## src/armg_pkg.sv

```systemverilog
// ----------------------------------------------------------------------------
// armg_pkg - shared types and constants for the rotation matrix generator
// Field widths, angle reduction constants, radian scale, CORDIC gain and the
// arctangent table used by the pipeline stages.
// ----------------------------------------------------------------------------
package armg_pkg;

  localparam int ANGLE_W  = 24;
  localparam int AXIS_W   = 2;
  localparam int ELEM_W   = 16;
  localparam int NUM_ELEM = 9;

  localparam int CORDIC_STAGES_DEF = 16;
  localparam int OUT_FRAC_BITS_DEF = 14;

  // Angle reduction: bias to a positive value, then restoring division by a
  // quarter turn (11520 units of 1/128 degree).
  localparam int REM_W     = 25;
  localparam int FRAC_W    = 14;
  localparam int QUAD_W    = 2;
  localparam int DIV_STEPS = 11;
  localparam logic [REM_W-1:0] DEG_QUARTER = 25'd11520;
  localparam logic [REM_W-1:0] ANGLE_BIAS  = 25'd8432640;  // 183 full turns

  // Radian conversion: f * RAD_SCALE, split in two 19-bit halves.
  localparam int HALF_W    = 19;
  localparam int PROD_W    = FRAC_W + HALF_W;
  localparam int SUM_W     = PROD_W + HALF_W;
  localparam int RAD_SHIFT = 20;
  localparam logic [2*HALF_W-1:0] RAD_SCALE = 38'd153520784549;
  localparam logic [HALF_W-1:0] RAD_LO = RAD_SCALE[HALF_W-1:0];
  localparam logic [HALF_W-1:0] RAD_HI = RAD_SCALE[2*HALF_W-1:HALF_W];
  localparam logic [SUM_W-1:0]  RAD_ROUND = SUM_W'(1) << (RAD_SHIFT - 1);

  // CORDIC datapath, Q30 values.
  localparam int Z_W  = 33;
  localparam int XY_W = 34;
  localparam int Q_FRAC = 30;
  localparam logic signed [XY_W-1:0] CORDIC_GAIN = 34'sh026DD3B6A;

  localparam logic [31:0] ATAN_Q30 [32] = '{
    32'h3243F6A8, 32'h1DAC6705, 32'h0FADBAFC, 32'h07F56EA6, 32'h03FEAB76,
    32'h01FFD55B, 32'h00FFFAAA, 32'h007FFF55, 32'h003FFFEA, 32'h001FFFFD,
    32'h000FFFFF, 32'h0007FFFF, 32'h0003FFFF, 32'h0001FFFF, 32'h0000FFFF,
    32'h00007FFF, 32'h00003FFF, 32'h00001FFF, 32'h00000FFF, 32'h000007FF,
    32'h000003FF, 32'h000001FF, 32'h000000FF, 32'h0000007F, 32'h0000003F,
    32'h0000001F, 32'h0000000F, 32'h00000008, 32'h00000004, 32'h00000002,
    32'h00000001, 32'h00000000
  };

  localparam logic [AXIS_W-1:0] AXIS_X = 2'd0;
  localparam logic [AXIS_W-1:0] AXIS_Y = 2'd1;
  localparam logic [AXIS_W-1:0] AXIS_Z = 2'd2;

  localparam logic [QUAD_W-1:0] QUAD_0 = 2'd0;
  localparam logic [QUAD_W-1:0] QUAD_1 = 2'd1;
  localparam logic [QUAD_W-1:0] QUAD_2 = 2'd2;
  localparam logic [QUAD_W-1:0] QUAD_3 = 2'd3;

  typedef struct packed {
    logic [AXIS_W-1:0] axis;
    logic [QUAD_W-1:0] quad;
  } tag_t;

endpackage

```

## src/armg_rad.sv

```systemverilog
// ----------------------------------------------------------------------------
// armg_rad - degrees to radians
// Multiplies the quarter-turn remainder by the radian scale in two partial
// products and rounds the sum to a Q2.30 angle.
// ----------------------------------------------------------------------------
module armg_rad (
  input  logic                               clk,
  input  logic                               rst,
  input  logic                               in_valid,
  output logic                               in_ready,
  input  logic        [armg_pkg::FRAC_W-1:0] frac,
  input  armg_pkg::tag_t                     tag_in,
  output logic                               out_valid,
  input  logic                               out_ready,
  output logic signed [armg_pkg::Z_W-1:0]    z,
  output armg_pkg::tag_t                     tag_out
);
  import armg_pkg::*;

  logic              vld0, vld1;
  logic              rdy0, rdy1;
  logic [PROD_W-1:0] p_hi, p_lo;
  tag_t              tg0, tg1;
  logic [SUM_W-1:0]  sum;

  assign rdy1 = !vld1 || out_ready;
  assign rdy0 = !vld0 || rdy1;

  always_ff @(posedge clk) begin
    if (rst) begin
      vld0 <= 1'b0;
      vld1 <= 1'b0;
    end else begin
      if (rdy0) vld0 <= in_valid;
      if (rdy1) vld1 <= vld0;
    end
  end

  // partial products
  always_ff @(posedge clk) begin
    if (rdy0 && in_valid) begin
      p_hi <= PROD_W'(frac) * PROD_W'(RAD_HI);
      p_lo <= PROD_W'(frac) * PROD_W'(RAD_LO);
      tg0  <= tag_in;
    end
  end

  // combine and round half up
  assign sum = {p_hi, {HALF_W{1'b0}}} + SUM_W'(p_lo) + RAD_ROUND;

  always_ff @(posedge clk) begin
    if (rdy1 && vld0) begin
      z   <= signed'({1'b0, sum[SUM_W-1:RAD_SHIFT]});
      tg1 <= tg0;
    end
  end

  assign in_ready  = rdy0;
  assign out_valid = vld1;
  assign tag_out   = tg1;

endmodule

```

## config.mk

```make
export PLATFORM = sky130hd
export DESIGN_NAME = armg_rad
export DESIGN_NICKNAME = d
export VERILOG_FILES = /design/src/armg_pkg.sv /design/src/armg_rad.sv
export SDC_FILE = /design/constraint.sdc
export NUM_CORES = 1
export LEC_CHECK = 0
export BUFFER_PORTS_ARGS = -buffer_cell sky130_fd_sc_hd__buf_4
export CORE_MARGIN = 3
export CORE_UTILIZATION = 47
export CTS_CLUSTER_SIZE = 10
export DETAILED_ROUTE_END_ITERATION = 10
export SLEW_MARGIN = 20
export SYNTH_ARGS = -nofsm -noshare
export SYNTH_HDL_FRONTEND = slang
export SYNTH_SLANG_ARGS = --single-unit
```

## constraint.sdc

```tcl
create_clock -name clk -period 8.17 [get_ports clk]
set_clock_uncertainty 0.15 [all_clocks]
set_input_delay 1.2255 -clock clk [delete_from_list [all_inputs] [get_ports clk]]
set_output_delay 1.2255 -clock clk [all_outputs]
set_load 0.02 [all_outputs]
```

Word-level counts from Yosys, hierarchy flattened
Index checks and enable logic that the tools add are counted.

$add $sub $neg: 2. Equal/unequal tests: 0. Shift-type cells: 0. $lt $le $gt $ge: 0. Muxes and demuxes: 0. Bitwise logic cells: 0. Div/mod/pow operators: 0. Reductions and logical operators: 6. Multiply operators: 2.

Operators by type and width (number): $mul 14x19->33 const B (2); $add 52x20->52 const B (1); $add 52x33->52 (1); $logic_and 1x1->1 (2); $logic_not 1->1 (2); $logic_or 1x1->1 (2).

Latch bits: 0. Bits of input ports: 22. Output and inout port bits: 39. Memories kept: 0. Flip-flop bits (word level): 108. ROM bits: 0. RAM bits: 0. Logic and storage cells: 19.

Longest topological paths before layout
Depth after elaboration: 4. Gate-level depth with buffers: 20.

Worst setup path before layout
OpenSTA, ideal clock, no wires.

Path type: input to register. Start: input port frac[5] in the netlist's numbering. End: register p_hi[23], data pin. Stages: 20. Buffers on the path: 0. Arrival time: 6.092 ns. Setup slack: 1.670 ns. Path through: inv_1 fa_1 inv_1 ha_1 inv_1 fa_1 inv_1 fa_1 fa_1 inv_1 fa_1 inv_1 ha_1 o21a_2 a21o_1 a211o_1 and2_4 a311o_1 a21oi_2 xnor2_1.

Longest elaborated chain between the ends: 1.

RTL lines: start, declared (RTL line armg_rad.sv:11) `input logic [armg_pkg::FRAC_W-1:0] frac,`; $mul 14x19->33 (RTL line armg_rad.sv:42) `p_hi <= PROD_W'(frac) * PROD_W'(RAD_HI);`; end signal, assigned (RTL line armg_rad.sv:42); end, declared (RTL line armg_rad.sv:22) `logic [PROD_W-1:0] p_hi, p_lo;`.

Every way passes these cells. A chain may end at the register's enable or synchronous reset.

Worst setup path in the final report
Start: input port frac[5] in the netlist's numbering. End: register p_hi[24], data pin.

Same word-level chain as after synthesis.

==> results.ini <==
[yosys]
avgSynthCellArea_um2=10.8
synth-edff-count=87
yosysSeqAreaShare=0.222
synth.distinct_cells=67
async_reset_ff_frac=0
ys_ff_latch=89
syn_inst=1105
synth_fp_nets=1507
syn_area_um2=11900
ys.warnings.count=0
synth_flop_cell=edfxtp_1

[setup_path]
path_common_cell=inv_1
endpoint_kind=flop
worst-path-stages=21
r2r_setup_slack_ps=4920
r2r_end=z[30]
crit_arrival_ps=6760
path_cells=buf_4 > inv_1 > fa_1 > inv_1 > ha_1 > inv_1 > fa_1 > inv_1 > fa_1 > fa_1 > inv_1 > fa_1 > inv_1 > ha_1 > and3_1 > and3_1 > a22oi_1 > nand2_1 > a21boi_1 > nor4bb_1 > nor3_1
critPathSlowestCell=fa_1
required_ps=8100
r2r_cells=10
r2r_start=p_hi[1]
startpoint_type=primary input
crit_buf_inv=7
crit_path_end=p_hi[24]
cp_max_fo=9
startpoint=frac[5]
critPathTopFamily=adder cells
max_stage_delay_ps=660
critPathKind=primary input to flop

[outcome]
status=completed

[timing]
drv_slew=0
fin_crit_ps=6820
setup_tns_ps=0
fin_crit_sh=0.835
worst_slew_pin_slew_ps=968
rsz0062_at_grt=false
setup_viol=0
hold_viol=0
max_freq_ghz=0.147
slew_headroom=0.353

[run]
drv_cap=0

[grt]
antenna_found_initial=0
grt_pass1_vias=8145
grt_pass1_wl_um=41900
grt_max_degree=52
grtUsageTotal=0.194
grt-ovfl-total=0

[cts]
cts_tree=yes
cts-buffers-inserted=9
cts.clk_slew.worst_paths_ps=70
cts_resized=0
clockBufferDepth=2
cts_max_level=3
clockRootBuffer=clkbuf_16
post_cts_buffers=0
clkLatencyLatePin_ps=330
cts_num_sinks=89
cts_hold_buf=0

[floorplan]
initial_core_util=0.485
die-width_um=165
dieHeight_um=165
ios=61
die_area_um2=27300
rows=57
core_um2=24600

[layout]
finalNonFillerCells=1491
fillers=2246
final_area_um2=13100
layout.nets=1564
multi_input_area_um2=8450
final_util=0.531
syn_to_final_growth_pct=9.45
insertedDiodeCount=0
mostFrequentLayoutCells=ha_1 (249), inv_1 (206), fa_1 (131)
final_common_cell=ha_1
final_layout_size_suffix_gt1_frac=0.0840
ff_latch_area_um2=2650

[place]
placed_cell_area_um2=12700
portBuffers=59
hpwl_um=21500
gp_congestion=0.860
dp.cells=1475

[detailed_routing]
drtIter0Drc=418
via_count=7846
routed_wl_um=25000
drt-pass1-iter-count=5
ant_nets=0
wire_per_inst_um=16.8
via_per_inst=5.26
drcViolationCount=0

[hold_path]
hp-class=flop to flop

==> layout make-up <==
cell class | instances | share of cell area
well taps | 324 | 0.0310
inverters | 206 | 0.0592
multi-input cells | 796 | 0.647
repair buffers | 60 | 0.0345
flip-flops and latches | 89 | 0.203
clock buffers | 9 | 0.0172
clock inverters | 7 | 0.00824
==> worst reg2reg max path, delay by kind of cell, from the launching register on <==
| kind | cells | cell delay, ps |
|---|---|---|
| compound gates | 5 | 1250 |
| xor+xnor | 1 | 160 |
| fa+ha+maj | 3 | 930 |
| flops | 1 | 370 |
| simple gates | 1 | 130 |
==> cells by family after synthesis <==
family | Yosys count | share of synthesized area
fa+ha+maj | 380 | 0.481
buf+inv | 220 | 0.0705
compound gates | 188 | 0.109
simple gates | 160 | 0.0682
flops | 89 | 0.222
xor+xnor | 67 | 0.0492
other cells | 1 | 0.000314
==> registers in the layout, summed over array words and instances (netlist names) <==
| signal | count |
|---|---|
| p_lo | 14 |
| tag_out | 4 |
| p_hi | 33 |
| vld0 | 1 |
| tg0 | 4 |
| z | 32 |
| out_valid | 1 |
==> synth_stat cells, drive strengths merged (9+ instances only) <==
cell type,number,area [µm²]
xor2,23,201
o211ai,9,67.6
xnor2,44,385
edfxtp,87,2610
and3,18,113
nand4,9,56.3
clkbuf,10,37.5
inv,206,773
fa,131,2620
a21o,26,195
a31oi,9,56.3
nand2,38,150
nand3,16,80.1
ha,249,3120
o21ai,27,135
a21oi,56,295
nor2,36,135
==> metal layers <==
metal / vias to the layer above / global-route usage / routed length (µm)
li1: 3914 / - / -
met1: 3752 / 0.287 / 12300
met2: 157 / 0.308 / 11300
met3: 23 / 0.0232 / 1040
met4: 0 / 0.0450 / 369
met5: - / 0 / 0
==> worst min path at each step <==
stage / start / end / slack [ps] / depth (start not counted)
detailed placement: tg0[0] / tag_out[0] / 260 / 0
finish: tg0[2] / tag_out[2] / 270 / 0
global route: tg0[0] / tag_out[0] / 280 / 0
global placement: tg0[1] / tag_out[1] / 250 / 0
CTS: tg0[0] / tag_out[0] / 270 / 0
floorplan: tg0[0] / tag_out[0] / 250 / 0
==> through the flow <==
stage / setup WS (ps) / hold WS (ps)
floorplan: 1670 / 250
global placement: 1130 / 254
detailed placement: 1010 / 257
CTS: 1370 / 274
global route: 981 / 277
finish: 1350 / 270
Power is not shown: default switching activity piles up to over one toggle a cycle in this logic, so the estimate is an artifact.
