<file path="config.mk">
export PLATFORM = sky130hd
export DESIGN_NAME = armg_matrix
export DESIGN_NICKNAME = d
export VERILOG_FILES = /design/src/armg_pkg.sv /design/src/armg_matrix.sv
export SDC_FILE = /design/constraint.sdc
export NUM_CORES = 1
export LEC_CHECK = 0
export BUFFER_PORTS_ARGS = -buffer_cell sky130_fd_sc_hd__buf_2
export CAP_MARGIN = 20
export CORE_AREA = 5 5 146 148
export CTS_BUF_LIST = sky130_fd_sc_hd__clkbuf_4 sky130_fd_sc_hd__clkbuf_8 sky130_fd_sc_hd__clkbuf_16
export DETAILED_ROUTE_END_ITERATION = 10
export DIE_AREA = 0 0 151 153
export PLACE_DENSITY_LB_ADDON = 0.25
export REMOVE_ABC_BUFFERS = 1
export SYNTH_ARGS = -nofsm -noshare
export SYNTH_HDL_FRONTEND = slang
export SYNTH_SLANG_ARGS = --single-unit
</file>
<file path="constraint.sdc">
create_clock -name clk -period 7.3 [get_ports clk]
set_input_delay 0.73 -clock clk [delete_from_list [all_inputs] [get_ports clk]]
set_output_delay 0.73 -clock clk [all_outputs]
set_load 0.01 [all_outputs]
</file>
<file path="src/armg_pkg.sv">
// ----------------------------------------------------------------------------
// armg_pkg - shared types and constants for the rotation matrix generator
// Field widths, angle reduction constants, radian scale, CORDIC gain and the
// arctangent table used by the pipeline stages.
// ----------------------------------------------------------------------------
package armg_pkg;

  localparam int ANGLE_W  = 24;
  localparam int AXIS_W   = 2;
  localparam int ELEM_W   = 16;
  localparam int NUM_ELEM = 9;

  localparam int CORDIC_STAGES_DEF = 16;
  localparam int OUT_FRAC_BITS_DEF = 14;

  // Angle reduction: bias to a positive value, then restoring division by a
  // quarter turn (11520 units of 1/128 degree).
  localparam int REM_W     = 25;
  localparam int FRAC_W    = 14;
  localparam int QUAD_W    = 2;
  localparam int DIV_STEPS = 11;
  localparam logic [REM_W-1:0] DEG_QUARTER = 25'd11520;
  localparam logic [REM_W-1:0] ANGLE_BIAS  = 25'd8432640;  // 183 full turns

  // Radian conversion: f * RAD_SCALE, split in two 19-bit halves.
  localparam int HALF_W    = 19;
  localparam int PROD_W    = FRAC_W + HALF_W;
  localparam int SUM_W     = PROD_W + HALF_W;
  localparam int RAD_SHIFT = 20;
  localparam logic [2*HALF_W-1:0] RAD_SCALE = 38'd153520784549;
  localparam logic [HALF_W-1:0] RAD_LO = RAD_SCALE[HALF_W-1:0];
  localparam logic [HALF_W-1:0] RAD_HI = RAD_SCALE[2*HALF_W-1:HALF_W];
  localparam logic [SUM_W-1:0]  RAD_ROUND = SUM_W'(1) << (RAD_SHIFT - 1);

  // CORDIC datapath, Q30 values.
  localparam int Z_W  = 33;
  localparam int XY_W = 34;
  localparam int Q_FRAC = 30;
  localparam logic signed [XY_W-1:0] CORDIC_GAIN = 34'sh026DD3B6A;

  localparam logic [31:0] ATAN_Q30 [32] = '{
    32'h3243F6A8, 32'h1DAC6705, 32'h0FADBAFC, 32'h07F56EA6, 32'h03FEAB76,
    32'h01FFD55B, 32'h00FFFAAA, 32'h007FFF55, 32'h003FFFEA, 32'h001FFFFD,
    32'h000FFFFF, 32'h0007FFFF, 32'h0003FFFF, 32'h0001FFFF, 32'h0000FFFF,
    32'h00007FFF, 32'h00003FFF, 32'h00001FFF, 32'h00000FFF, 32'h000007FF,
    32'h000003FF, 32'h000001FF, 32'h000000FF, 32'h0000007F, 32'h0000003F,
    32'h0000001F, 32'h0000000F, 32'h00000008, 32'h00000004, 32'h00000002,
    32'h00000001, 32'h00000000
  };

  localparam logic [AXIS_W-1:0] AXIS_X = 2'd0;
  localparam logic [AXIS_W-1:0] AXIS_Y = 2'd1;
  localparam logic [AXIS_W-1:0] AXIS_Z = 2'd2;

  localparam logic [QUAD_W-1:0] QUAD_0 = 2'd0;
  localparam logic [QUAD_W-1:0] QUAD_1 = 2'd1;
  localparam logic [QUAD_W-1:0] QUAD_2 = 2'd2;
  localparam logic [QUAD_W-1:0] QUAD_3 = 2'd3;

  typedef struct packed {
    logic [AXIS_W-1:0] axis;
    logic [QUAD_W-1:0] quad;
  } tag_t;

endpackage

</file>
<file path="src/armg_matrix.sv">
// ----------------------------------------------------------------------------
// armg_matrix - output rounding and matrix assembly
// Rounds cosine and sine to the output format, clamps to +-1.0, maps them
// to the quadrant and places them in the rotation matrix for the axis.
// ----------------------------------------------------------------------------
module armg_matrix #(
  parameter int OUT_FRAC_BITS = armg_pkg::OUT_FRAC_BITS_DEF
) (
  input  logic                             clk,
  input  logic                             rst,
  input  logic                             in_valid,
  output logic                             in_ready,
  input  logic signed [armg_pkg::XY_W-1:0] x_in,
  input  logic signed [armg_pkg::XY_W-1:0] y_in,
  input  armg_pkg::tag_t                   tag_in,
  output logic                             out_valid,
  input  logic                             out_ready,
  output logic [armg_pkg::ELEM_W-1:0]      elem [armg_pkg::NUM_ELEM]
);
  import armg_pkg::*;

  localparam int SH    = Q_FRAC - OUT_FRAC_BITS;
  localparam int SH_M1 = (SH > 0) ? SH - 1 : 0;
  localparam logic signed [XY_W-1:0] HALF = (SH > 0) ? (XY_W'(1) << SH_M1) : '0;
  localparam logic signed [XY_W-1:0] ONE  = XY_W'(1) << OUT_FRAC_BITS;

  // column-major element positions
  localparam int E00 = 0;
  localparam int E10 = 1;
  localparam int E20 = 2;
  localparam int E01 = 3;
  localparam int E11 = 4;
  localparam int E21 = 5;
  localparam int E02 = 6;
  localparam int E12 = 7;
  localparam int E22 = 8;

  function automatic logic signed [XY_W-1:0] to_out(input logic signed [XY_W-1:0] v);
    logic signed [XY_W-1:0] r;
    r = (v + HALF) >>> SH;
    if (r > ONE) r = ONE;
    if (r < -ONE) r = -ONE;
    return r;
  endfunction

  logic                   vld0, vld1;
  logic                   rdy0, rdy1;
  logic signed [XY_W-1:0] c0, s0;
  tag_t                   tg0;
  logic signed [XY_W-1:0] c, s;
  logic signed [XY_W-1:0] m [NUM_ELEM];

  assign rdy1 = !vld1 || out_ready;
  assign rdy0 = !vld0 || rdy1;

  always_ff @(posedge clk) begin
    if (rst) begin
      vld0 <= 1'b0;
      vld1 <= 1'b0;
    end else begin
      if (rdy0) vld0 <= in_valid;
      if (rdy1) vld1 <= vld0;
    end
  end

  always_ff @(posedge clk) begin
    if (rdy0 && in_valid) begin
      c0  <= to_out(x_in);
      s0  <= to_out(y_in);
      tg0 <= tag_in;
    end
  end

  always_comb begin
    case (tg0.quad)
      QUAD_0:  begin c = c0;  s = s0;  end
      QUAD_1:  begin c = -s0; s = c0;  end
      QUAD_2:  begin c = -c0; s = -s0; end
      default: begin c = s0;  s = -c0; end
    endcase

    for (int k = 0; k < NUM_ELEM; k++) m[k] = '0;
    m[E00] = ONE;
    m[E11] = ONE;
    m[E22] = ONE;

    unique case (tg0.axis)
      AXIS_X: begin
        m[E11] = c;  m[E21] = -s; m[E12] = s;  m[E22] = c;
      end
      AXIS_Y: begin
        m[E00] = c;  m[E20] = s;  m[E02] = -s; m[E22] = c;
      end
      AXIS_Z: begin
        m[E00] = c;  m[E10] = -s; m[E01] = s;  m[E11] = c;
      end
      default: begin
      end
    endcase
  end

  always_ff @(posedge clk) begin
    if (rdy1 && vld0) begin
      for (int k = 0; k < NUM_ELEM; k++) elem[k] <= m[k][ELEM_W-1:0];
    end
  end

  assign in_ready  = rdy0;
  assign out_valid = vld1;

  a_cos_clamped: assert property (@(posedge clk) disable iff (rst)
    vld0 |-> (c0 <= ONE) && (c0 >= -ONE))
    else $error("cosine outside clamp range");

  a_sin_clamped: assert property (@(posedge clk) disable iff (rst)
    vld0 |-> (s0 <= ONE) && (s0 >= -ONE))
    else $error("sine outside clamp range");

endmodule

</file>
==> Word-level counts from Yosys, hierarchy flattened <==
Cells that the tools add are included.
{ "word_totals": {"reg_bits": 182} }
{ "classes": {"n_addsub": 5, "n_lt_le_gt_ge": 4, "eq_ne": 4, "mux": 6, "n_reduce_logical": 11} }
{ "ops": {"columns": ["op", "n"], "rows": [
  ["$mux 34", 4],
  ["$pmux 16 s3", 2],
  ["$add 34x17->34 const B", 2],
  ["$lt 34x15->1 const B", 2],
  ["$neg 16->16", 3],
  ["$gt 18x16->1 const B", 2],
  ["$reduce_or 2->1", 3],
  ["$eq 2x1->1 const B", 2],
  ["$eq 2x2->1 const B", 2],
  ["$logic_not 2->1", 2],
  ["$logic_and 1x1->1", 2],
  ["$logic_not 1->1", 2],
  ["$logic_or 1x1->1", 2]
]} }

==> Longest topological paths before layout <==
{ "depth": {"ltp_word": 6, "ltp_mapped": 12} }

==> Worst setup path before layout <==
Ideal clock, no wire load.
{ "synth_path": {"kind": "input -> register", "startpoint": "input out_ready", "endpoint": "register elem[0] (netlist name), enable pin", "setup_time_ps": 660, "t_arrival_ps": 7041, "t_required_ps": 6640, "path_slack_ps": -401, "path_stages": 2, "path_buffers": 0, "cell_sequence": "nor2b_1 nor2b_1"} }
{ "synth_between": {"elab_chain_len": 2} }
{ "synth_rtl": {"columns": ["element", "line", "rtl"], "rows": [
  ["from (decl)", "armg_matrix.sv:17", "input logic out_ready,"],
  ["$logic_or 1x1->1", "armg_matrix.sv:53", "assign rdy1 = !vld1 || out_ready;"],
  ["$logic_and 1x1->1", "armg_matrix.sv:103", "if (rdy1 && vld0) begin"],
  ["to (decl)", "armg_matrix.sv:18", "output logic [armg_pkg::ELEM_W-1:0] elem [armg_pkg::NUM_ELEM]"]
]} }
No other way between the ends.
A chain may end at the register's enable or synchronous reset.

==> Worst setup path in the final report <==
{ "layout_path": {"startpoint": "register s0[5]", "endpoint": "register elem[47] (netlist name), data pin"} }
{ "layout_between": {"elab_chain_len": 3} }
{ "layout_rtl": {"columns": ["element", "line", "rtl"], "rows": [
  ["from (decl)", "armg_matrix.sv:48", "logic signed [XY_W-1:0] c0, s0;"],
  ["from (signal assigned)", "armg_matrix.sv:69", "s0 <= to_out(y_in);"],
  ["$neg 16->16", "armg_matrix.sv:78", "QUAD_2: begin c = -c0; s = -s0; end"],
  ["$pmux 16 s3 (*)", "armg_matrix.sv:75", "case (tg0.quad)"],
  ["$neg 16->16 (*)", "armg_matrix.sv:92", "m[E00] = c; m[E20] = s; m[E02] = -s; m[E22] = c;"]
]} }
Every way passes the cells marked *; elsewhere a longest branch is shown, timed or not.

==> out/summary.txt <==
period utilization - 56.1%
largest net degree at the start of global routing - 87
Period minus WS final - 4.09 ns
Total GRT Usage - 20.3%
Clk Latency, worst-skew pair - 0.44 ns
Synth area leader - edfxtp_1
GR Util met1 - 27.6%
Largest stage delay, worst path - 0.75 ns
Area after DPL - 0.0109 mm²
Top Usage Layer GRT - met2
FF+latch count, synth - 179
Area Growth Syn to Fin - 18.1%
# IOs - 222
Final HPWL DP - 17,100 µm
Crit Path Class - reg2reg
Final Hold Vio Count - 0
Hold EP - vld0$_SDFFE_PP0N_
post-cts hold buffer count - 0
FFs w/ async S/R, synth - 0%
post-route ant nets - 0
final WL - 23,400 µm
Min-Delay Path Depth - 2
fin area - 0.0115 mm²
EDFF count, synth - 177
PortBufs - 191
Via Count - 7,518
layout cells sized above 1 - 26.4%
Clock Sinks - 179
commonest cells after routing, fill and taps aside - 191 x buf_2, 177 x edfxtp_1, 147 x nor2_1
startpoint types - flip-flop
drt wl/cell - 17.5 µm
top-area cell type share of the netlist area - 54.6%
fin nets - 1,133
clk_skew - 0.00808 ns
Final Total Pwr - 2.50 mW
# rows - 52
CP Cell Sequence - or4_4 -> or3_1 -> or2_1 -> o2111a_1 -> or4b_1 -> nor4_4 -> mux2_1
r2r setup slk - 3.21 ns
sequential area share after synthesis - 55.0%
clk buf depth - 2
Yosys cell types - 70
R2R cell count - 7
GR Util met2 - 33.0%
GRT Residual Overflow - 0
Avg Cell Area, Syn - 11.1 µm²
post-CTS setup buffer count - 0
Setup Viol. Count Final - 0
Pwr Density - 218 mW/mm²
H-Tree Depth - 4
class of the worst hold path - in2reg
synth top area cells - edfxtp_1 55%, nor2_1 5.7%, and2_1 3.5%
Die ar. - 0.0231 mm²
first-pass GRT wire length - 37,000 µm
Vias/cell - 5.64
Core ar. - 0.0199 mm²
status - finished, final reports clean
GR Util met3 - 3.11%
Slowest-stage cell, CP - or4b_1
Remaining DRCs - 0
LEAKAGE - 4.26 nW
Synth Instances - 880
clock-pin transition on the worst setup and hold timing paths - 0.07 ns
max-cap viol count - 0
worst r2r dst - elem[47]$_SDFFCE_PN0P_
Final Slew Violations - 0
First-pass DRT Iterations - 7
GPL Wtd Cong - 0.911
Max Clk Rate - 0.244 GHz
most common cell after layout, fill and taps aside - buf_2
Slew @ Worst Pin - 1.09 ns
Worst Path Required - 7.48 ns
worst rel slew slack - 26.3%
Crit Path Max Fanout - 10
CTS root buffer - clkbuf_16
maximum vdd drop - 0.137 mV
Num CTS Buffers - 17
FILL cells - 1,736
Chip Height - 153 µm
Main synth FF type - edfxtp_1
hold slack final - 0.458 ns
initial antenna violation count - 0
Worst setup startpoint - s0[5]$_SDFFCE_PP0P_
Detailed Route Iter0 Violations - 492
# diodes - 0
Worst Path Arrival - 4.27 ns
HP Start - rst
width of the die - 151 µm
RSZ-0062 raised after global routing - no
number of global-route vias before repair - 6,965
CTS-repair resized insts - 0
R2R Path Start - s0[5]$_SDFFCE_PP0P_
CTS tree - yes
Netlist Area Pre-Place - 0.00974 mm²
Crit. End Element - flip-flop
Starting Density - 48.9%
synth warn - 0
[worst max-delay path: cells and delay by family (launching register included)]
family	cells	cell delay, ns
AND/OR/NAND/NOR	5	2.62
flip-flops	1	0.51
multiplexers	1	0.36
AO/OA/AOI/OAI	1	0.34
[registers in the layout, summed over array words and instances (netlist names)]
name       flops
c0            16
elem         141
out_valid      1
s0            16
tg0            4
vld0           1
[cell type report]
type | count | area [µm²] | share of cell area (%)
flip-flops and latches | 179 | 5360 | 46.6
clock inverters | 15 | 169 | 1.47
well taps | 270 | 338 | 2.94
inverters | 21 | 78.8 | 0.685
repair buffers | 205 | 1060 | 9.26
multi-input cells | 625 | 4070 | 35.4
clock buffers | 17 | 425 | 3.70
[worst max-delay path by stage]
stage                                    endpoint  cells after the start
after floorplan             elem[0]$_SDFFCE_PN0P_                      2
after global placement     elem[63]$_SDFFCE_PN0P_                      7
after detailed placement   elem[47]$_SDFFCE_PN0P_                      7
after CTS                  elem[47]$_SDFFCE_PN0P_                      7
after global routing      elem[124]$_SDFFCE_PN0P_                      8
final                      elem[47]$_SDFFCE_PN0P_                      7
[synthesized netlist by cell type, types with 10 or more instances]
cell type and number:
nand2_1 45, nand2b_1 11, o211ai_1 10, clkbuf_1 43, a31oi_1 11, nor2_1 147, mux2_2 15, and2_1 54
o21ai_0 19, or3_1 16, nor2b_1 12, nor4_1 12, inv_1 21, xnor2_1 22, edfxtp_1 177, xor2_1 20
a21oi_1 15, nand3_1 28, mux4_2 11, nor3_1 23, and3_1 11, nand4_1 16, mux2i_1 11
[kinds of logic after synthesis]
kind of cell | synth area share, %
compound gates | 9.73
mux | 5.87
simple gates | 21.3
flops | 55.0
xor+xnor | 3.78
fa+ha+maj | 1.03
buf+inv | 3.29
[layer usage]
layer	share of wire [%]	vias to the layer above
met2	49	297
met3	6.6	27
li1	-	3624
met1	43	3570
met4	1.9	0
met5	0	-
[per-stage QoR]
| step | utilization [%] | std cells | setup WS (ns) | setup TNS [ns] |
|---|---|---|---|---|
| final | 57.8 | 1332 | 3.21 | 0 |
| after global routing | 57.8 | 1332 | 2.97 | 0 |
| after CTS | 57.7 | 1330 | 3.23 | 0 |
| after detailed placement | 54.7 | 1298 | 3.24 | 0 |
| after global placement | 54.7 | 1297 | 3.27 | 0 |
| after floorplan | - | 825 | -0.401 | -56.60 |
[power by group]
group          switching, mW  total [mW]  internal, mW
logic                  0.228       0.367         0.139
registers             0.0372        1.24          1.21
clock network          0.433       0.892         0.459
total                  0.698        2.50          1.80
Power figures use the tool's default switching activity.
