===== src/armg_pkg.sv =====
// ----------------------------------------------------------------------------
// armg_pkg - shared types and constants for the rotation matrix generator
// Field widths, angle reduction constants, radian scale, CORDIC gain and the
// arctangent table used by the pipeline stages.
// ----------------------------------------------------------------------------
package armg_pkg;

  localparam int ANGLE_W  = 24;
  localparam int AXIS_W   = 2;
  localparam int ELEM_W   = 16;
  localparam int NUM_ELEM = 9;

  localparam int CORDIC_STAGES_DEF = 16;
  localparam int OUT_FRAC_BITS_DEF = 14;

  // Angle reduction: bias to a positive value, then restoring division by a
  // quarter turn (11520 units of 1/128 degree).
  localparam int REM_W     = 25;
  localparam int FRAC_W    = 14;
  localparam int QUAD_W    = 2;
  localparam int DIV_STEPS = 11;
  localparam logic [REM_W-1:0] DEG_QUARTER = 25'd11520;
  localparam logic [REM_W-1:0] ANGLE_BIAS  = 25'd8432640;  // 183 full turns

  // Radian conversion: f * RAD_SCALE, split in two 19-bit halves.
  localparam int HALF_W    = 19;
  localparam int PROD_W    = FRAC_W + HALF_W;
  localparam int SUM_W     = PROD_W + HALF_W;
  localparam int RAD_SHIFT = 20;
  localparam logic [2*HALF_W-1:0] RAD_SCALE = 38'd153520784549;
  localparam logic [HALF_W-1:0] RAD_LO = RAD_SCALE[HALF_W-1:0];
  localparam logic [HALF_W-1:0] RAD_HI = RAD_SCALE[2*HALF_W-1:HALF_W];
  localparam logic [SUM_W-1:0]  RAD_ROUND = SUM_W'(1) << (RAD_SHIFT - 1);

  // CORDIC datapath, Q30 values.
  localparam int Z_W  = 33;
  localparam int XY_W = 34;
  localparam int Q_FRAC = 30;
  localparam logic signed [XY_W-1:0] CORDIC_GAIN = 34'sh026DD3B6A;

  localparam logic [31:0] ATAN_Q30 [32] = '{
    32'h3243F6A8, 32'h1DAC6705, 32'h0FADBAFC, 32'h07F56EA6, 32'h03FEAB76,
    32'h01FFD55B, 32'h00FFFAAA, 32'h007FFF55, 32'h003FFFEA, 32'h001FFFFD,
    32'h000FFFFF, 32'h0007FFFF, 32'h0003FFFF, 32'h0001FFFF, 32'h0000FFFF,
    32'h00007FFF, 32'h00003FFF, 32'h00001FFF, 32'h00000FFF, 32'h000007FF,
    32'h000003FF, 32'h000001FF, 32'h000000FF, 32'h0000007F, 32'h0000003F,
    32'h0000001F, 32'h0000000F, 32'h00000008, 32'h00000004, 32'h00000002,
    32'h00000001, 32'h00000000
  };

  localparam logic [AXIS_W-1:0] AXIS_X = 2'd0;
  localparam logic [AXIS_W-1:0] AXIS_Y = 2'd1;
  localparam logic [AXIS_W-1:0] AXIS_Z = 2'd2;

  localparam logic [QUAD_W-1:0] QUAD_0 = 2'd0;
  localparam logic [QUAD_W-1:0] QUAD_1 = 2'd1;
  localparam logic [QUAD_W-1:0] QUAD_2 = 2'd2;
  localparam logic [QUAD_W-1:0] QUAD_3 = 2'd3;

  typedef struct packed {
    logic [AXIS_W-1:0] axis;
    logic [QUAD_W-1:0] quad;
  } tag_t;

endpackage


===== src/armg_cordic.sv =====
// ----------------------------------------------------------------------------
// armg_cordic - rotation-mode CORDIC
// One micro-rotation per stage; x and y start at the gain constant and zero
// and converge to cosine and sine of the input angle in Q30.
// ----------------------------------------------------------------------------
module armg_cordic #(
  parameter int STAGES = armg_pkg::CORDIC_STAGES_DEF
) (
  input  logic                             clk,
  input  logic                             rst,
  input  logic                             in_valid,
  output logic                             in_ready,
  input  logic signed [armg_pkg::Z_W-1:0]  z,
  input  armg_pkg::tag_t                   tag_in,
  output logic                             out_valid,
  input  logic                             out_ready,
  output logic signed [armg_pkg::XY_W-1:0] x_out,
  output logic signed [armg_pkg::XY_W-1:0] y_out,
  output armg_pkg::tag_t                   tag_out
);
  import armg_pkg::*;

  logic                   vld [STAGES];
  logic                   rdy [STAGES+1];
  logic signed [XY_W-1:0] x   [STAGES];
  logic signed [XY_W-1:0] y   [STAGES];
  logic signed [Z_W-1:0]  zr  [STAGES-1];
  tag_t                   tg  [STAGES];

  assign rdy[STAGES] = out_ready;

  for (genvar i = 0; i < STAGES; i++) begin : g_stage
    localparam logic signed [Z_W-1:0] ATAN = signed'(Z_W'(ATAN_Q30[i]));

    logic signed [XY_W-1:0] xi, yi;
    logic signed [Z_W-1:0]  zi;
    tag_t                   ti;
    logic                   vi;

    if (i == 0) begin : g_first
      assign xi = CORDIC_GAIN;
      assign yi = '0;
      assign zi = z;
      assign ti = tag_in;
      assign vi = in_valid;
    end else begin : g_next
      assign xi = x[i-1];
      assign yi = y[i-1];
      assign zi = zr[i-1];
      assign ti = tg[i-1];
      assign vi = vld[i-1];
    end

    assign rdy[i] = !vld[i] || rdy[i+1];

    always_ff @(posedge clk) begin
      if (rst) begin
        vld[i] <= 1'b0;
      end else if (rdy[i]) begin
        vld[i] <= vi;
      end
    end

    // rotate toward zero residual angle
    always_ff @(posedge clk) begin
      if (rdy[i] && vi) begin
        if (!zi[Z_W-1]) begin
          x[i] <= xi - (yi >>> i);
          y[i] <= yi + (xi >>> i);
        end else begin
          x[i] <= xi + (yi >>> i);
          y[i] <= yi - (xi >>> i);
        end
        tg[i] <= ti;
      end
    end

    if (i < STAGES - 1) begin : g_z
      always_ff @(posedge clk) begin
        if (rdy[i] && vi) begin
          zr[i] <= zi[Z_W-1] ? zi + ATAN : zi - ATAN;
        end
      end
    end
  end

  assign in_ready  = rdy[0];
  assign out_valid = vld[STAGES-1];
  assign x_out     = x[STAGES-1];
  assign y_out     = y[STAGES-1];
  assign tag_out   = tg[STAGES-1];

endmodule


===== config.mk =====
export PLATFORM = sky130hd
export DESIGN_NAME = armg_cordic
export DESIGN_NICKNAME = d
export VERILOG_FILES = /design/src/armg_pkg.sv /design/src/armg_cordic.sv
export SDC_FILE = /design/constraint.sdc
export NUM_CORES = 2
export LEC_CHECK = 0
export BUFFER_PORTS_ARGS = -buffer_cell sky130_fd_sc_hd__buf_2
export CAP_MARGIN = 20
export CELL_PAD_IN_SITES_DETAIL_PLACEMENT = 0
export CELL_PAD_IN_SITES_GLOBAL_PLACEMENT = 1
export CORE_MARGIN = 4
export CORE_UTILIZATION = 40
export DETAILED_ROUTE_END_ITERATION = 10
export HOLD_SLACK_MARGIN = 0.08
export MAX_ROUTING_LAYER = met4
export PLACE_DENSITY = 0.67
export SYNTH_ARGS = -nofsm -noshare
export SYNTH_HDL_FRONTEND = slang
export SYNTH_SLANG_ARGS = --single-unit

===== constraint.sdc =====
create_clock -name clk -period 22.2 [get_ports clk]
set_input_delay 2.22 -clock clk [delete_from_list [all_inputs] [get_ports clk]]
set_output_delay 2.22 -clock clk [all_outputs]
set_load 0.02 [all_outputs]

### Word level (Yosys, flattened, before mapping)

Memory sizes are Yosys's and may differ from the RTL's.
Cells that the tools add are included.

* bits in registers: 0
* RAM bits: 1663
* input port bits: 41
* output and inout port bits: 74
* word-level logic and storage cells: 432
* memories kept: 5

Memories
* x: words 16, bits a word 34, read ports 16, clocked after Yosys merged registers in 0, write ports 16, RTL line armg_cordic.sv:25 `logic signed [XY_W-1:0] x [STAGES];`
* y: words 16, bits a word 34, read ports 16, clocked after Yosys merged registers in 0, write ports 16, RTL line armg_cordic.sv:26 `logic signed [XY_W-1:0] y [STAGES];`
* zr: words 15, bits a word 33, read ports 15, clocked after Yosys merged registers in 0, write ports 15, RTL line armg_cordic.sv:27 `logic signed [Z_W-1:0] zr [STAGES-1];`
* tg: words 16, bits a word 4, read ports 16, clocked after Yosys merged registers in 0, write ports 16, RTL line armg_cordic.sv:28 `tag_t tg [STAGES];`
* vld: words 16, bits a word 1, read ports 16, clocked after Yosys merged registers in 0, write ports 16, RTL line armg_cordic.sv:23 `logic vld [STAGES];`

* add/sub/neg operators: 90
* muxes and demuxes: 241
* bitwise logic cells: 48
* reductions and logical operators: 48

Operators with widths (number)
* $mux W34: 32
* $mux W33: 15
* $mux W1: 194
* $add A34 B19 Y34: 2
* $add A34 B20 Y34: 2
* $add A34 B21 Y34: 2
* $add A34 B22 Y34: 2
* $add A34 B23 Y34: 2
* $add A34 B24 Y34: 2
* $add A34 B25 Y34: 2
* $add A34 B26 Y34: 2
* $add A34 B27 Y34: 2
* $add A34 B28 Y34: 2
* $add A34 B29 Y34: 2
* $add A34 B30 Y34: 2
* $add A34 B31 Y34: 2
* $add A34 B32 Y34: 2
* $add A34 B33 Y34: 2
* $sub A34 B19 Y34: 2
* $sub A34 B20 Y34: 2
* $sub A34 B21 Y34: 2
* $sub A34 B22 Y34: 2
* $sub A34 B23 Y34: 2
* $sub A34 B24 Y34: 2
* 43 further kinds: 144

### Logic depth before layout (Yosys ltp)

An unclocked memory read counts as a cell.

* word-level depth: 22
* depth in mapped cells: 23
* depth with buffers taken out: 22

### Least setup slack after synthesis

No wires, ideal clock.

* kind: input to register
* start point: input out_ready
* end point: memory x[5][32], in the netlist x[0][202], data pin
* arrival time: 11.622 ns
* required time: 21.942 ns
* setup slack: 10.320 ns
* stages on the path: 20
* buffers on the path: 1
* cells stage by stage: nor2b_1 and3_1 and2_1 a21boi_0 nand2_1 clkbuf_1 nand2_1 o21ai_0 fa_1 a21o_1 a21oi_1 o21ai_0 nand3_1 a211oi_1 o41ai_1 o21ai_0 o41a_1 a21o_1 a21oi_1 xnor2_1

RTL lines
* start, declared: RTL line armg_cordic.sv:16 `input logic out_ready,`
* end, declared: RTL line armg_cordic.sv:25

==> results.tsv <==
metric	value	unit
status	complete, no violations	
Post-synth EDFFs	1538	
RSZ-0062 raised after global routing	false	
Worst Setup EP	y[0][168]	
Setup crit end kind	register	
CTS tree	built	
Clock Pin Slew Worst Setup and Hold Paths	0.06	ns
cts hold-fix bufs	0	
Seq pwr share	44.9	%
ys flop type	edfxtp_1	
IO Pins	115	
largest net degree at the start of global routing	72	
Routed Antenna Nets	0	
sw frac	24.95	%
CP Launch Point	out_ready	
grt ovf	0	
synthesis-to-layout area growth	9.833	%
Post-Syn Area per Cell	9.781	um^2
CORE AREA	312200	um^2
chip width	568.0	um
H-tree depth	4	
detailed placer's ending HPWL	279.0	mm
worst hold-check path type	register to register	
drt first pass iters	8	
Net Switching	1.843	mW
CP Launch Type	input pin	
share of post-route cells with drive strength above 1	5.284	%
Finish-stage setup viols	0	
Mapped Nets	14323	
routability congestion estimate	0.9260	
initial DRC count	6902	
clock network power share	43.5	%
IO buf count	114	
Worst Max-Slew Pin Slew	1.151	ns
Pint	5.544	mW
LEAKAGE	55.00	nW
WP buf/inv	4	
Final Hold Fails	0	
mux share of post-synthesis cell area	0.7450	%
reg2reg path depth	22	
Syn Inst Count	12826	
Yosys cell types	99	
worst rel slew slack	21.26	%
vias in the first global route	93131	
Resize count post-CTS	0	
Peak supply drop	0.05664	mV
Setup WS post-layout	13.37	ns
post-synthesis simple-gate area fraction	12.53	%
Power Dens Cells	53.62	nW/um^2
Crit Path Class	input pin to register	
Core Rows	205	
synthesized area	125400	um^2
origin of the critical flop-to-flop path	vld[1][7]	
min Tclk post-route	8.827	ns
cts bufs inserted	192	
routed vias/inst	5.593	
CP max stage delay	0.69	ns
register bit total from synthesis	1538	
crit path DAT	9.43	ns
reg-to-reg setup timing slack	14.27	ns
post-route clock period utilization	39.76	%
synth top area cells	edfxtp_1 (37%), ha_1 (14%), xnor2_1 (8.8%)	
first-pass GRT wire length	539.5	mm
clk_lat worst skew	0.87	ns
Max Cap Violations	0	
CTS sink count	1538	
Setup WS pre-CTS	12.52	ns
die height	568.0	um
Final Skew	0.04363	ns
Yosys top cell by area	edfxtp_1	
All-Layer GR Usage	21.40	%
initial antenna violation count	19	
Compound-Gate Fraction of Synth Area	19.99	%
vias	96966	
Async S/R FF share, synth	0	%
top post-synthesis cells by count	edfxtp_1 (1538), ha_1 (1412), a21oi_1 (1282)	
worst path cell trace	buf_2 > nor2b_2 > and3_1 > nand2_1 > nor2_1 > buf_4 > nor2b_4 > buf_4 > nand2_1 > buf_4 > mux2i_1 > fa_1 > a21o_1 > a21oi_1 > o21ai_0 > a31o_2 > a221o_1 > a21oi_1 > o21ai_0 > or4b_2 > a31o_2 > a21oi_1 > xnor2_1	
wirelength, routed	346.4	mm
# DRC	0	
Synth top area share	36.82	%
CP delay by family, top	simple AND/OR/NAND/NOR gates	
Synth Area in XOR/XNOR	13.03	%
Core Util, Final	44.14	%
Max Clock Freq	113.3	MHz
setup bufs post-CTS	0	
Avg WL per Cell	19.98	um
synth warn	0	
Pins Over Slew Limit	0	
Critical Path RT	22.81	ns
crit-path max FO	71	
reg2reg end	y[0][168]	
clock buffer depth	4	
final net count	14530	
Post-Synth Adder-Cell Area	14.79	%
die footprint	322600	um^2
Root Buffer	clkbuf_16	
CP Depth	23	
top-count cell post-synth	edfxtp_1	
Gate power share	11.5	%
largest family of logic cells by synthesized area	compound AO/OA/AOI/OAI gates	
Starting Density	40.19	%
Worst path slowest cell	or4b_2	
sequential area share after synthesis	36.82	%
Final TNS setup	0	ns
-- state kept, by name (all words and copies together), names as in the netlist --
signal,cells
zr,463
vld,16
x,484
tg,64
y,511
-- final cells by class --
| type | count | area (um^2) |
|---|---|---|
| antenna | 4 | 10.01 |
| clock buffer | 215 | 4912 |
| clock inverter | 138 | 1528 |
| fill | 29598 | 174400 |
| inverter | 515 | 1933 |
| multi-input combinational | 10591 | 76840 |
| sequential | 1538 | 46180 |
| tap | 4140 | 5180 |
| timing repair buffer | 195 | 1192 |
-- worst min-delay path by stage --
stage                    from         to  cells past startpoint
finish               tg[3][3]   tg[4][3]                      0
global route         tg[4][0]   tg[5][0]                      0
CTS                  tg[3][3]   tg[4][3]                      0
detailed placement  tg[14][1]  tg[15][1]                      0
global placement     tg[2][1]   tg[3][1]                      0
floorplan            tg[9][0]  tg[10][0]                      0
-- power by group through the flow --
stage / sequential (mW) / clock (mW) / combinational [mW]
6_report: 3.32 / 3.21 / 0.853
5_1_grt: 3.32 / 3.43 / 0.958
4_1_cts: 3.32 / 3.32 / 0.856
3_5_place_dp: 3.38 / 0 / 0.851
3_3_place_gp: 3.38 / 0 / 0.842
2_1_floorplan: 3.36 / 0 / 0.657
-- cells in the final DEF (no fill, tap or decap), drive strengths merged, types with 79 or more instances in the layout --
master / synthesis / routed
buf: 31 / 194
nor4: 80 / 80
xnor2: 1263 / 1263
xor2: 603 / 603
inv: 514 / 531
a211oi: 126 / 126
ha: 1412 / 1412
clkbuf: 151 / 216
and3: 107 / 107
or3: 115 / 115
nand2: 721 / 721
a31oi: 125 / 125
edfxtp: 1538 / 1538
nor3: 236 / 236
nor2b: 185 / 185
a21oi: 1283 / 1283
nand3: 229 / 229
nand2b: 200 / 200
and2: 103 / 103
o21ai: 736 / 736
a21o: 606 / 606
clkinv: 1 / 79
o21bai: 174 / 174
o21a: 222 / 222
nor2: 971 / 971
o31ai: 153 / 153
-- per-layer routing --
metal	routed length (um)	share of wire, %	track usage (%)	up-vias
li1	-	-	-	48261
met4	8394	2.4	4.975	0
met1	164700	48	29.02	46334
met5	0	0	-	-
met2	160000	46	34.68	1935
met3	13240	3.8	2.007	436
-- kinds of logic (layout without fill, tap and decap cells) --
logic type | count (synthesis) | in the layout
AOI/OAI and AO/OA | 3950 | 3950
and+or+nand+nor | 3229 | 3229
xor gates and xnor gates | 1866 | 1866
DFF | 1538 | 1538
adders and majority gates | 1456 | 1456
buffers and inverters | 697 | 1063
muxes | 90 | 90
other | 0 | 4
-- worst register-to-register path: stages (launching register included) --
cell and delay (ns):
edfxtp_1 0.55, nor2b_2 0.69, and3_1 0.56, nand2_1 0.45, nor2_1 0.23, buf_4 0.24, nor2b_4 0.06, buf_4 0.35
nand2_1 0.23, buf_4 0.42, mux2i_1 0.25, fa_1 0.48, a21o_1 0.19, a21oi_1 0.21, o21ai_0 0.17, a31o_2 0.31
a221o_1 0.36, a21oi_1 0.39, o21ai_0 0.33, or4b_2 0.69, a31o_2 0.26, a21oi_1 0.18, xnor2_1 0.09
-- metrics by stage --
| step | power (mW) | instances | area [um^2] | hold WS [ns] |
|---|---|---|---|---|
| finish | 7.388 | 17336 | 137800 | 0.3894 |
| global route | 7.710 | 17334 | 137800 | 0.4021 |
| CTS | 7.493 | 17328 | 137700 | 0.3791 |
| floorplan | 4.016 | 12826 | 125400 | 0.4003 |
| detailed placement | 4.233 | 16975 | 131300 | 0.4045 |
| global placement | 4.224 | 16974 | 131300 | 0.4030 |
No activity file was read; power rests on OpenSTA's default activity.
